===== src/sv/lpme_pkg.sv =====
`timescale 1ns / 1ps
`default_nettype none
// ----------------------------------------------------------------------------
// lpme_pkg: shared types and constants of the LSB pixel message embedder
// Store geometry, opcode and status codes, and the command that the front
// part hands to the back part through the queue.
// ----------------------------------------------------------------------------
package lpme_pkg;

    localparam int MSG_DEPTH = 256;                        // message store bytes
    localparam int ADDR_W    = $clog2(MSG_DEPTH);          // store address
    localparam int CNT_W     = $clog2(MSG_DEPTH + 1);      // stored byte count
    localparam int CUR_W     = $clog2(MSG_DEPTH * 8 + 3);  // bit cursor
    localparam int CMP_W     = CUR_W + 1;                  // cursor + 2 vs. total bits

    localparam int QDEPTH    = 4;                          // command queue depth
    localparam int QPTR_W    = $clog2(QDEPTH);
    localparam int QCNT_W    = $clog2(QDEPTH + 1);

    localparam logic [7:0] NEWLINE_BYTE = 8'd10;

    typedef enum logic [1:0] {
        OP_LOAD  = 2'd0,
        OP_EMBED = 2'd1,
        OP_CLEAR = 2'd2
    } t_opcode;

    typedef enum logic [2:0] {
        ST_PIXEL   = 3'd0,
        ST_STORED  = 3'd1,
        ST_NEWLINE = 3'd2,
        ST_FULL    = 3'd3,
        ST_CLEARED = 3'd4
    } t_status;

    typedef struct packed {
        t_status             status;
        logic                we;     // write wdata at addr
        logic [7:0]          wdata;
        logic [ADDR_W-1:0]   addr;   // write address, or byte of first pixel bit
        logic [2:0]          off;    // bit offset of first pixel bit, MSB first
        logic [2:0]          mask;   // bit k set: channel k takes a message bit
        logic [7:0]          red;
        logic [7:0]          green;
        logic [7:0]          blue;
    } t_cmd;

endpackage
`default_nettype wire


===== src/sv/lpme_if.sv =====
`timescale 1ns / 1ps
`default_nettype none
// ----------------------------------------------------------------------------
// lpme_if: valid/ready channels of the LSB pixel message embedder
// One interface for the input items and one for the result items.
// ----------------------------------------------------------------------------
interface lpme_in_if;
    logic       valid;
    logic       ready;
    logic [1:0] opcode;
    logic [7:0] message_byte;
    logic [7:0] red_in;
    logic [7:0] green_in;
    logic [7:0] blue_in;

    modport source (output valid, opcode, message_byte, red_in, green_in, blue_in,
                    input ready);
    modport sink   (input valid, opcode, message_byte, red_in, green_in, blue_in,
                    output ready);
endinterface

interface lpme_out_if;
    logic       valid;
    logic       ready;
    logic [7:0] red_out;
    logic [7:0] green_out;
    logic [7:0] blue_out;
    logic [2:0] status;

    modport source (output valid, red_out, green_out, blue_out, status,
                    input ready);
    modport sink   (input valid, red_out, green_out, blue_out, status,
                    output ready);
endinterface
`default_nettype wire


===== src/sv/lpme_front.sv =====
`timescale 1ns / 1ps
`default_nettype none
// ----------------------------------------------------------------------------
// lpme_front: item intake and classification
// Owns the byte count and bit cursor, decides each item's status and builds
// the command for the back part.
// ----------------------------------------------------------------------------
module lpme_front (
    input  wire logic          i_clk,
    input  wire logic          i_rst_n,
    lpme_in_if.sink            i_in,
    input  wire logic          i_full,
    output logic               o_push,
    output lpme_pkg::t_cmd     o_cmd
);
    import lpme_pkg::*;

    logic [CNT_W-1:0] r_count, n_count;
    logic [CUR_W-1:0] r_cursor, n_cursor;
    logic             accept;
    logic [CMP_W-1:0] total_bits;
    logic [CMP_W-1:0] cur_ext;
    logic [2:0]       mask;

    assign i_in.ready = !i_full;
    assign accept     = i_in.valid && i_in.ready;

    assign total_bits = CMP_W'({r_count, 3'b000});
    assign cur_ext    = CMP_W'(r_cursor);

    always_comb begin
        for (int k = 0; k < 3; k++) begin
            mask[k] = (cur_ext + CMP_W'(k)) < total_bits;
        end
    end

    always_comb begin
        n_count  = r_count;
        n_cursor = r_cursor;
        o_push   = 1'b0;
        o_cmd    = '0;
        o_cmd.status = ST_CLEARED;
        unique case (t_opcode'(i_in.opcode))
            OP_LOAD: begin
                o_push = accept;
                if (i_in.message_byte == NEWLINE_BYTE) begin
                    o_cmd.status = ST_NEWLINE;
                end else if (r_count >= CNT_W'(MSG_DEPTH)) begin
                    o_cmd.status = ST_FULL;
                end else begin
                    o_cmd.status = ST_STORED;
                    o_cmd.we     = 1'b1;
                    o_cmd.wdata  = i_in.message_byte;
                    o_cmd.addr   = r_count[ADDR_W-1:0];
                    n_count      = r_count + CNT_W'(1);
                end
            end
            OP_EMBED: begin
                o_push       = accept;
                o_cmd.status = ST_PIXEL;
                o_cmd.addr   = r_cursor[ADDR_W+2:3];
                o_cmd.off    = r_cursor[2:0];
                o_cmd.mask   = mask;
                o_cmd.red    = i_in.red_in;
                o_cmd.green  = i_in.green_in;
                o_cmd.blue   = i_in.blue_in;
                // advance only while bits remain; past the end, hold
                if (cur_ext < total_bits) begin
                    n_cursor = r_cursor + CUR_W'(3);
                end
            end
            OP_CLEAR: begin
                o_push       = accept;
                o_cmd.status = ST_CLEARED;
                n_count      = '0;
                n_cursor     = '0;
            end
            default: begin
                // unused opcode: consume, no result
                o_push = 1'b0;
            end
        endcase
    end

    always_ff @(posedge i_clk) begin
        if (!i_rst_n) begin
            r_count  <= '0;
            r_cursor <= '0;
        end else if (accept) begin
            r_count  <= n_count;
            r_cursor <= n_cursor;
        end
    end

    a_count_range: assert property (@(posedge i_clk) disable iff (!i_rst_n)
        r_count <= CNT_W'(MSG_DEPTH))
        else $error("stored byte count beyond store depth");

    a_cursor_range: assert property (@(posedge i_clk) disable iff (!i_rst_n)
        cur_ext <= total_bits + CMP_W'(2))
        else $error("bit cursor ran past the loaded bits");

endmodule
`default_nettype wire


===== src/sv/lpme_queue.sv =====
`timescale 1ns / 1ps
`default_nettype none
// ----------------------------------------------------------------------------
// lpme_queue: command queue between front and back
// Small FIFO of commands so intake and execution stall independently.
// ----------------------------------------------------------------------------
module lpme_queue (
    input  wire logic          i_clk,
    input  wire logic          i_rst_n,
    input  wire logic          i_push,
    input  lpme_pkg::t_cmd     i_cmd,
    input  wire logic          i_pop,
    output logic               o_full,
    output logic               o_vld,
    output lpme_pkg::t_cmd     o_cmd
);
    import lpme_pkg::*;

    t_cmd              r_slot [QDEPTH];
    logic [QPTR_W-1:0] r_wr_ptr;
    logic [QPTR_W-1:0] r_rd_ptr;
    logic [QCNT_W-1:0] r_cnt;

    assign o_full = r_cnt == QCNT_W'(QDEPTH);
    assign o_vld  = r_cnt != '0;
    assign o_cmd  = r_slot[r_rd_ptr];

    always_ff @(posedge i_clk) begin
        if (!i_rst_n) begin
            r_wr_ptr <= '0;
            r_rd_ptr <= '0;
            r_cnt    <= '0;
        end else begin
            if (i_push) begin
                r_wr_ptr <= r_wr_ptr + QPTR_W'(1);
            end
            if (i_pop) begin
                r_rd_ptr <= r_rd_ptr + QPTR_W'(1);
            end
            case ({i_push, i_pop})
                2'b10:   r_cnt <= r_cnt + QCNT_W'(1);
                2'b01:   r_cnt <= r_cnt - QCNT_W'(1);
                default: r_cnt <= r_cnt;
            endcase
        end
    end

    always_ff @(posedge i_clk) begin
        if (i_push) begin
            r_slot[r_wr_ptr] <= i_cmd;
        end
    end

    a_no_overflow: assert property (@(posedge i_clk) disable iff (!i_rst_n)
        !(i_push && o_full))
        else $error("push into full command queue");

    a_no_underflow: assert property (@(posedge i_clk) disable iff (!i_rst_n)
        !(i_pop && !o_vld))
        else $error("pop from empty command queue");

endmodule
`default_nettype wire


===== src/sv/lpme_back.sv =====
`timescale 1ns / 1ps
`default_nettype none
// ----------------------------------------------------------------------------
// lpme_back: command execution and result register
// Writes message bytes, reads the two bytes a pixel may straddle, and merges
// the message bits into the channel LSBs.
// ----------------------------------------------------------------------------
module lpme_back (
    input  wire logic          i_clk,
    input  wire logic          i_rst_n,
    input  wire logic          i_cmd_vld,
    input  lpme_pkg::t_cmd     i_cmd,
    output logic               o_pop,
    lpme_out_if.source         o_out
);
    import lpme_pkg::*;

    logic [7:0]        r_store [MSG_DEPTH];
    logic              r_vld;
    t_cmd              r_cmd;
    logic [7:0]        r_rd0;
    logic [7:0]        r_rd1;
    logic [ADDR_W-1:0] addr_nxt;
    logic [2:0]        msg_bit;
    logic [3:0]        pos;

    assign o_pop    = i_cmd_vld && (!r_vld || o_out.ready);
    assign addr_nxt = i_cmd.addr + ADDR_W'(1);

    always_ff @(posedge i_clk) begin
        if (!i_rst_n) begin
            r_vld <= 1'b0;
        end else if (o_pop) begin
            r_vld <= 1'b1;
        end else if (o_out.ready) begin
            r_vld <= 1'b0;
        end
    end

    // store write and the two reads; payload holds while the result stalls
    always_ff @(posedge i_clk) begin
        if (o_pop) begin
            if (i_cmd.we) begin
                r_store[i_cmd.addr] <= i_cmd.wdata;
            end
            r_cmd <= i_cmd;
            r_rd0 <= r_store[i_cmd.addr];
            r_rd1 <= r_store[addr_nxt];
        end
    end

    always_comb begin
        pos = '0;
        for (int k = 0; k < 3; k++) begin
            pos = {1'b0, r_cmd.off} + 4'(k);
            // bit 7 is first; past the byte edge, continue in the next byte
            msg_bit[k] = r_cmd.mask[k] &&
                         (pos[3] ? r_rd1[~pos[2:0]] : r_rd0[~pos[2:0]]);
        end
    end

    assign o_out.valid     = r_vld;
    assign o_out.red_out   = {r_cmd.red[7:1],   msg_bit[0]};
    assign o_out.green_out = {r_cmd.green[7:1], msg_bit[1]};
    assign o_out.blue_out  = {r_cmd.blue[7:1],  msg_bit[2]};
    assign o_out.status    = r_cmd.status;

endmodule
`default_nettype wire


===== src/sv/lsb_pixel_message_embed_core.sv =====
`timescale 1ns / 1ps
`default_nettype none
// ----------------------------------------------------------------------------
// lsb_pixel_message_embed_core: LSB message embedder for RGB pixel streams
// Loads message bytes and hides their bits in the channel LSBs of pixels.
// ----------------------------------------------------------------------------
// Usage:
//   i_in carries one item per handshake: opcode 0 loads message_byte (newline
//   is skipped, a byte past the 256-byte store is dropped and flagged), opcode
//   1 embeds the next three message bits, MSB first, into the red, green and
//   blue LSBs, opcode 2 clears the byte count and the cursor. Opcode 3 is consumed
//   and yields no result.
//   o_out returns one result item per meaningful item, in order: the pixel
//   channels (zero for non-pixel items) and a status code.
//   Path: an accepted item is written into the command queue, then popped into
//   the result register and presented from there. Throughput: one item per
//   cycle while the receiver takes results, limited by the single command issue
//   per cycle into the message store, which takes one write or one pair of reads.
//   Reset clears the byte count, the cursor, the queue and the result valid;
//   the store contents need no clearing since only loaded bytes are used.
//   When the receiver stalls, the result register holds, the four-entry
//   command queue fills, and i_in.ready falls only once the queue is full.
// ----------------------------------------------------------------------------
module lsb_pixel_message_embed_core (
    input  wire logic  i_clk,
    input  wire logic  i_rst_n,
    lpme_in_if.sink    i_in,
    lpme_out_if.source o_out
);
    import lpme_pkg::*;

    // front to queue
    logic q_push;
    t_cmd q_in_cmd;
    logic q_full;

    // queue to back
    logic q_vld;
    logic q_pop;
    t_cmd q_out_cmd;

    // classify items, track count and cursor, issue commands
    lpme_front u_front (
        .i_clk   (i_clk),
        .i_rst_n (i_rst_n),
        .i_in    (i_in),
        .i_full  (q_full),
        .o_push  (q_push),
        .o_cmd   (q_in_cmd)
    );

    // decouple intake from execution
    lpme_queue u_queue (
        .i_clk   (i_clk),
        .i_rst_n (i_rst_n),
        .i_push  (q_push),
        .i_cmd   (q_in_cmd),
        .i_pop   (q_pop),
        .o_full  (q_full),
        .o_vld   (q_vld),
        .o_cmd   (q_out_cmd)
    );

    // access the store and present results
    lpme_back u_back (
        .i_clk     (i_clk),
        .i_rst_n   (i_rst_n),
        .i_cmd_vld (q_vld),
        .i_cmd     (q_out_cmd),
        .o_pop     (q_pop),
        .o_out     (o_out)
    );

endmodule
`default_nettype wire


===== src/flat_wrapper.sv =====
// flat-port wrapper written by rule: the top's interface ports become plain ports
module lsb_pixel_message_embed_core_flat import lpme_pkg::*;
  (i_clk, i_rst_n, i_in_valid, i_in_opcode, i_in_message_byte, i_in_red_in, i_in_green_in, i_in_blue_in, i_in_ready, o_out_valid, o_out_red_out, o_out_green_out, o_out_blue_out, o_out_status, o_out_ready);
  lpme_in_if i_in_i ();
  lpme_out_if o_out_i ();
  input  wire logic i_clk;
  input  wire logic i_rst_n;
  input wire logic [$bits(i_in_i.valid)-1:0] i_in_valid;
  input wire logic [$bits(i_in_i.opcode)-1:0] i_in_opcode;
  input wire logic [$bits(i_in_i.message_byte)-1:0] i_in_message_byte;
  input wire logic [$bits(i_in_i.red_in)-1:0] i_in_red_in;
  input wire logic [$bits(i_in_i.green_in)-1:0] i_in_green_in;
  input wire logic [$bits(i_in_i.blue_in)-1:0] i_in_blue_in;
  output wire logic [$bits(i_in_i.ready)-1:0] i_in_ready;
  output wire logic [$bits(o_out_i.valid)-1:0] o_out_valid;
  output wire logic [$bits(o_out_i.red_out)-1:0] o_out_red_out;
  output wire logic [$bits(o_out_i.green_out)-1:0] o_out_green_out;
  output wire logic [$bits(o_out_i.blue_out)-1:0] o_out_blue_out;
  output wire logic [$bits(o_out_i.status)-1:0] o_out_status;
  input wire logic [$bits(o_out_i.ready)-1:0] o_out_ready;
  assign i_in_i.valid = i_in_valid;
  assign i_in_i.opcode = i_in_opcode;
  assign i_in_i.message_byte = i_in_message_byte;
  assign i_in_i.red_in = i_in_red_in;
  assign i_in_i.green_in = i_in_green_in;
  assign i_in_i.blue_in = i_in_blue_in;
  assign i_in_ready = i_in_i.ready;
  assign o_out_valid = o_out_i.valid;
  assign o_out_red_out = o_out_i.red_out;
  assign o_out_green_out = o_out_i.green_out;
  assign o_out_blue_out = o_out_i.blue_out;
  assign o_out_status = o_out_i.status;
  assign o_out_i.ready = o_out_ready;
  lsb_pixel_message_embed_core u_core (.i_clk(i_clk), .i_rst_n(i_rst_n), .i_in(i_in_i), .o_out(o_out_i));
endmodule

===== config.mk =====
export PLATFORM = sky130hd
export DESIGN_NAME = lsb_pixel_message_embed_core_flat
export DESIGN_NICKNAME = d
export VERILOG_FILES = /design/src/sv/lpme_pkg.sv /design/src/sv/lpme_if.sv /design/src/sv/lpme_front.sv /design/src/sv/lpme_queue.sv /design/src/sv/lpme_back.sv /design/src/sv/lsb_pixel_message_embed_core.sv /design/src/flat_wrapper.sv
export SDC_FILE = /design/constraint.sdc
export NUM_CORES = 2
export LEC_CHECK = 0
export BUFFER_PORTS_ARGS = -buffer_cell sky130_fd_sc_hd__buf_4
export CAP_MARGIN = 10
export CORE_ASPECT_RATIO = 0.9
export CORE_MARGIN = 5
export CORE_UTILIZATION = 40
export CTS_CLUSTER_DIAMETER = 80
export DETAILED_ROUTE_END_ITERATION = 10
export GPL_ROUTABILITY_DRIVEN = 0
export REMOVE_ABC_BUFFERS = 1
export SLEW_MARGIN = 20
export SYNTH_ARGS = -nofsm -noshare
export SYNTH_HDL_FRONTEND = slang
export SYNTH_HIERARCHICAL = 1
export SYNTH_SLANG_ARGS = --single-unit

===== constraint.sdc =====
create_clock -name i_clk -period 8.5 [get_ports i_clk]
set_input_delay 0.85 -clock i_clk [delete_from_list [all_inputs] [get_ports i_clk]]
set_output_delay 0.85 -clock i_clk [all_outputs]
set_load 0.05 [all_outputs]

==> results.ini <==
[sta]
slew_headroom_pct = 12.3
tightest_slew_ns = 1.32
post-route-period-util_pct = 75.9
setup_viol = 0
finalMaxSlewViolations = 0
clock_skew_ns = 0.0533
fin_tns_setup_ns = 0
whs_ns = 0.299
setup_slack_ns = 2.05
rsz0062_at_grt = no
fmax_mhz = 155
fin_crit_ns = 6.45
hold_violations = 0

[critical_path]
reg2reg_setup_slack_ns = 2.05
crit_arrival_ns = 7.03
r2r-end = u_core/u_back/r_rd1[6]
critPathMaxFanout = 32
reg2reg_depth = 9
cp_data_required_time_ns = 9.08
crit_path_start_kind = flop
criticalPathCategory = reg -> reg
crit_path_end = u_core/u_back/r_rd1[6]
cp-end-kind = flop

[power]
p_leak_nw = 36.5
power_frac_seq_pct = 31.9
pwr-share-comb_pct = 45.7
fin_total_pwr_mw = 45.5
p_sw_mw = 17.6
ir_drop_v = 0.000501
p_clk_share_pct = 22.4
p_per_area_nw_per_um2 = 382
internal_power_mw = 27.9
swShare_pct = 38.6

[final_layout]
layout-drive-gt1-share_pct = 30.7
nets = 5534
fin_util_pct = 44.5
synthToLayoutAreaGrowth_pct = 10.8
instances_no_fill = 9212
stdcell_area_um2 = 119000

[flow_run]
cap_violations = 0

[clocking]
clockBufferDepth = 3
clk_pin_slew_ns = 0.06
clk_latency_ns = 0.88
clock-root-buffer = clkbuf_16
cts_resized = 0
holdBufCountCts = 0
numCtsBuffers = 240
post_cts_buffers = 0
cts_tree = built
cts.sinks = 2313
htree_levels = 4

[placed_design]
post-place-ws_ns = 2.39
place_inst = 8761
dpl_cell_area_um2 = 111000
place_hpwl_um = 202000
port_buffers = 63

[floorplan]
core_um2 = 267000
die_area_um2 = 279000
die_h_um = 502
fp-row-count = 180
initial_core_util_pct = 40.2
die_w_um = 556
ios = 67

[drt]
vias_per_cell = 6.48
vias = 59700
ant_nets = 0
first_pass_iters = 6
routed_wl_um = 320000
wl_per_cell_um = 34.7
first_iter_violations = 8009
drc = 0

[status]
run_status = finished, final reports clean

[grt]
use_met3_pct = 7.21
grt_pass1_wl_um = 448000
grt.met2_usage_pct = 34.0
grtUsageMet1_pct = 30.8
grt_max_degree = 218
top_usage_layer = met2
grt_antenna_before_repair = 17
grt_pass1_vias = 59100
grt_usage_pct = 22.5
grt_overflow = 0

[logic_synthesis]
syn_avg_cell_area_um2 = 19.6
ys_warn_count = 6
syn_area_um2 = 107000
netlist_instances = 5480

[hold_path]
worstHoldPathCells = 3
min_path_type = in -> reg

sequential cells by signal, indices dropped and copies added, names as in the netlist, named ones only:
signal and count:
u_core/u_back/o_out.blue_out 7, u_core/u_back/o_out.green_out 7, u_core/u_back/o_out.red_out 7, u_core/u_back/o_out.status 3
u_core/u_back/o_out.valid 1, u_core/u_back/r_cmd 6, u_core/u_back/r_rd0 8, u_core/u_back/r_rd1 8
u_core/u_back/r_store 2048, u_core/u_front/r_count 9, u_core/u_front/r_cursor 12, u_core/u_queue/r_cnt 3
u_core/u_queue/r_rd_ptr 2, u_core/u_queue/r_slot 188, u_core/u_queue/r_wr_ptr 2
critical path: stages, from the launching register on:
cell and delay (ns):
dfxtp_4 0.53, mux4_4 1.01, ha_1 0.48, and3b_1 0.23, o221ai_1 0.71, nand2_1 1.03, nand2_1 0.74, o22ai_1 0.22
nor4_1 0.97, o2111ai_1 0.16
layer usage:
layer  vias up  wire length [um]
met1     32300            125000
met2      3359            146000
met5         -                87
met4        14             12200
li1      23400                 -
met3       587             36500
cell type report:
class | count | area [um2]
repair buffers | 190 | 1720
inverters | 26 | 97.6
fillers | 22500 | 148000
flip-flops and latches | 2313 | 69200
multi-input cells | 2684 | 36100
clock inverters | 142 | 1220
well taps | 3549 | 4440
clock buffers | 301 | 6350
diodes | 7 | 17.5
cells in the final DEF (no fill, tap or decap), types with 53 or more instances in the layout:
| cell type | instances |
|---|---|
| edfxtp_1 | 2282 |
| mux4_2 | 1146 |
| nor2_1 | 285 |
| clkbuf_16 | 243 |
| mux2i_1 | 209 |
| nand2_1 | 175 |
| buf_4 | 166 |
| a21oi_1 | 102 |
| o22ai_1 | 69 |
| clkinv_1 | 61 |
| nand3_1 | 55 |
| clkbuf_1 | 53 |
| and2_1 | 53 |
worst min path at each step:
stage	from	end	slack, ns
6_report	o_out_ready	u_core/u_back/o_out.valid	0.30
5_1_grt	o_out_ready	u_core/u_back/o_out.valid	0.28
4_1_cts	o_out_ready	u_core/u_back/o_out.valid	0.23
3_5_place_dp	u_core/u_queue/r_cnt[2]	u_core/u_queue/r_cnt[2]	0.50
3_3_place_gp	u_core/u_queue/r_cnt[2]	u_core/u_queue/r_cnt[2]	0.49
2_1_floorplan	u_core/u_front/r_count[1]	u_core/u_front/r_count[1]	0.46
power by group through the flow:
stage                     Clock, mW  Sequential [mW]  Combinational, mW
final                          10.2             14.5               20.8
after global routing           10.9             14.5               21.5
after floorplan                   0             15.1               14.2
after global placement            0             14.7               20.4
after CTS                      10.4             14.5               20.6
after detailed placement          0             14.8               20.5
No activity file was read; power rests on OpenSTA's default activity.
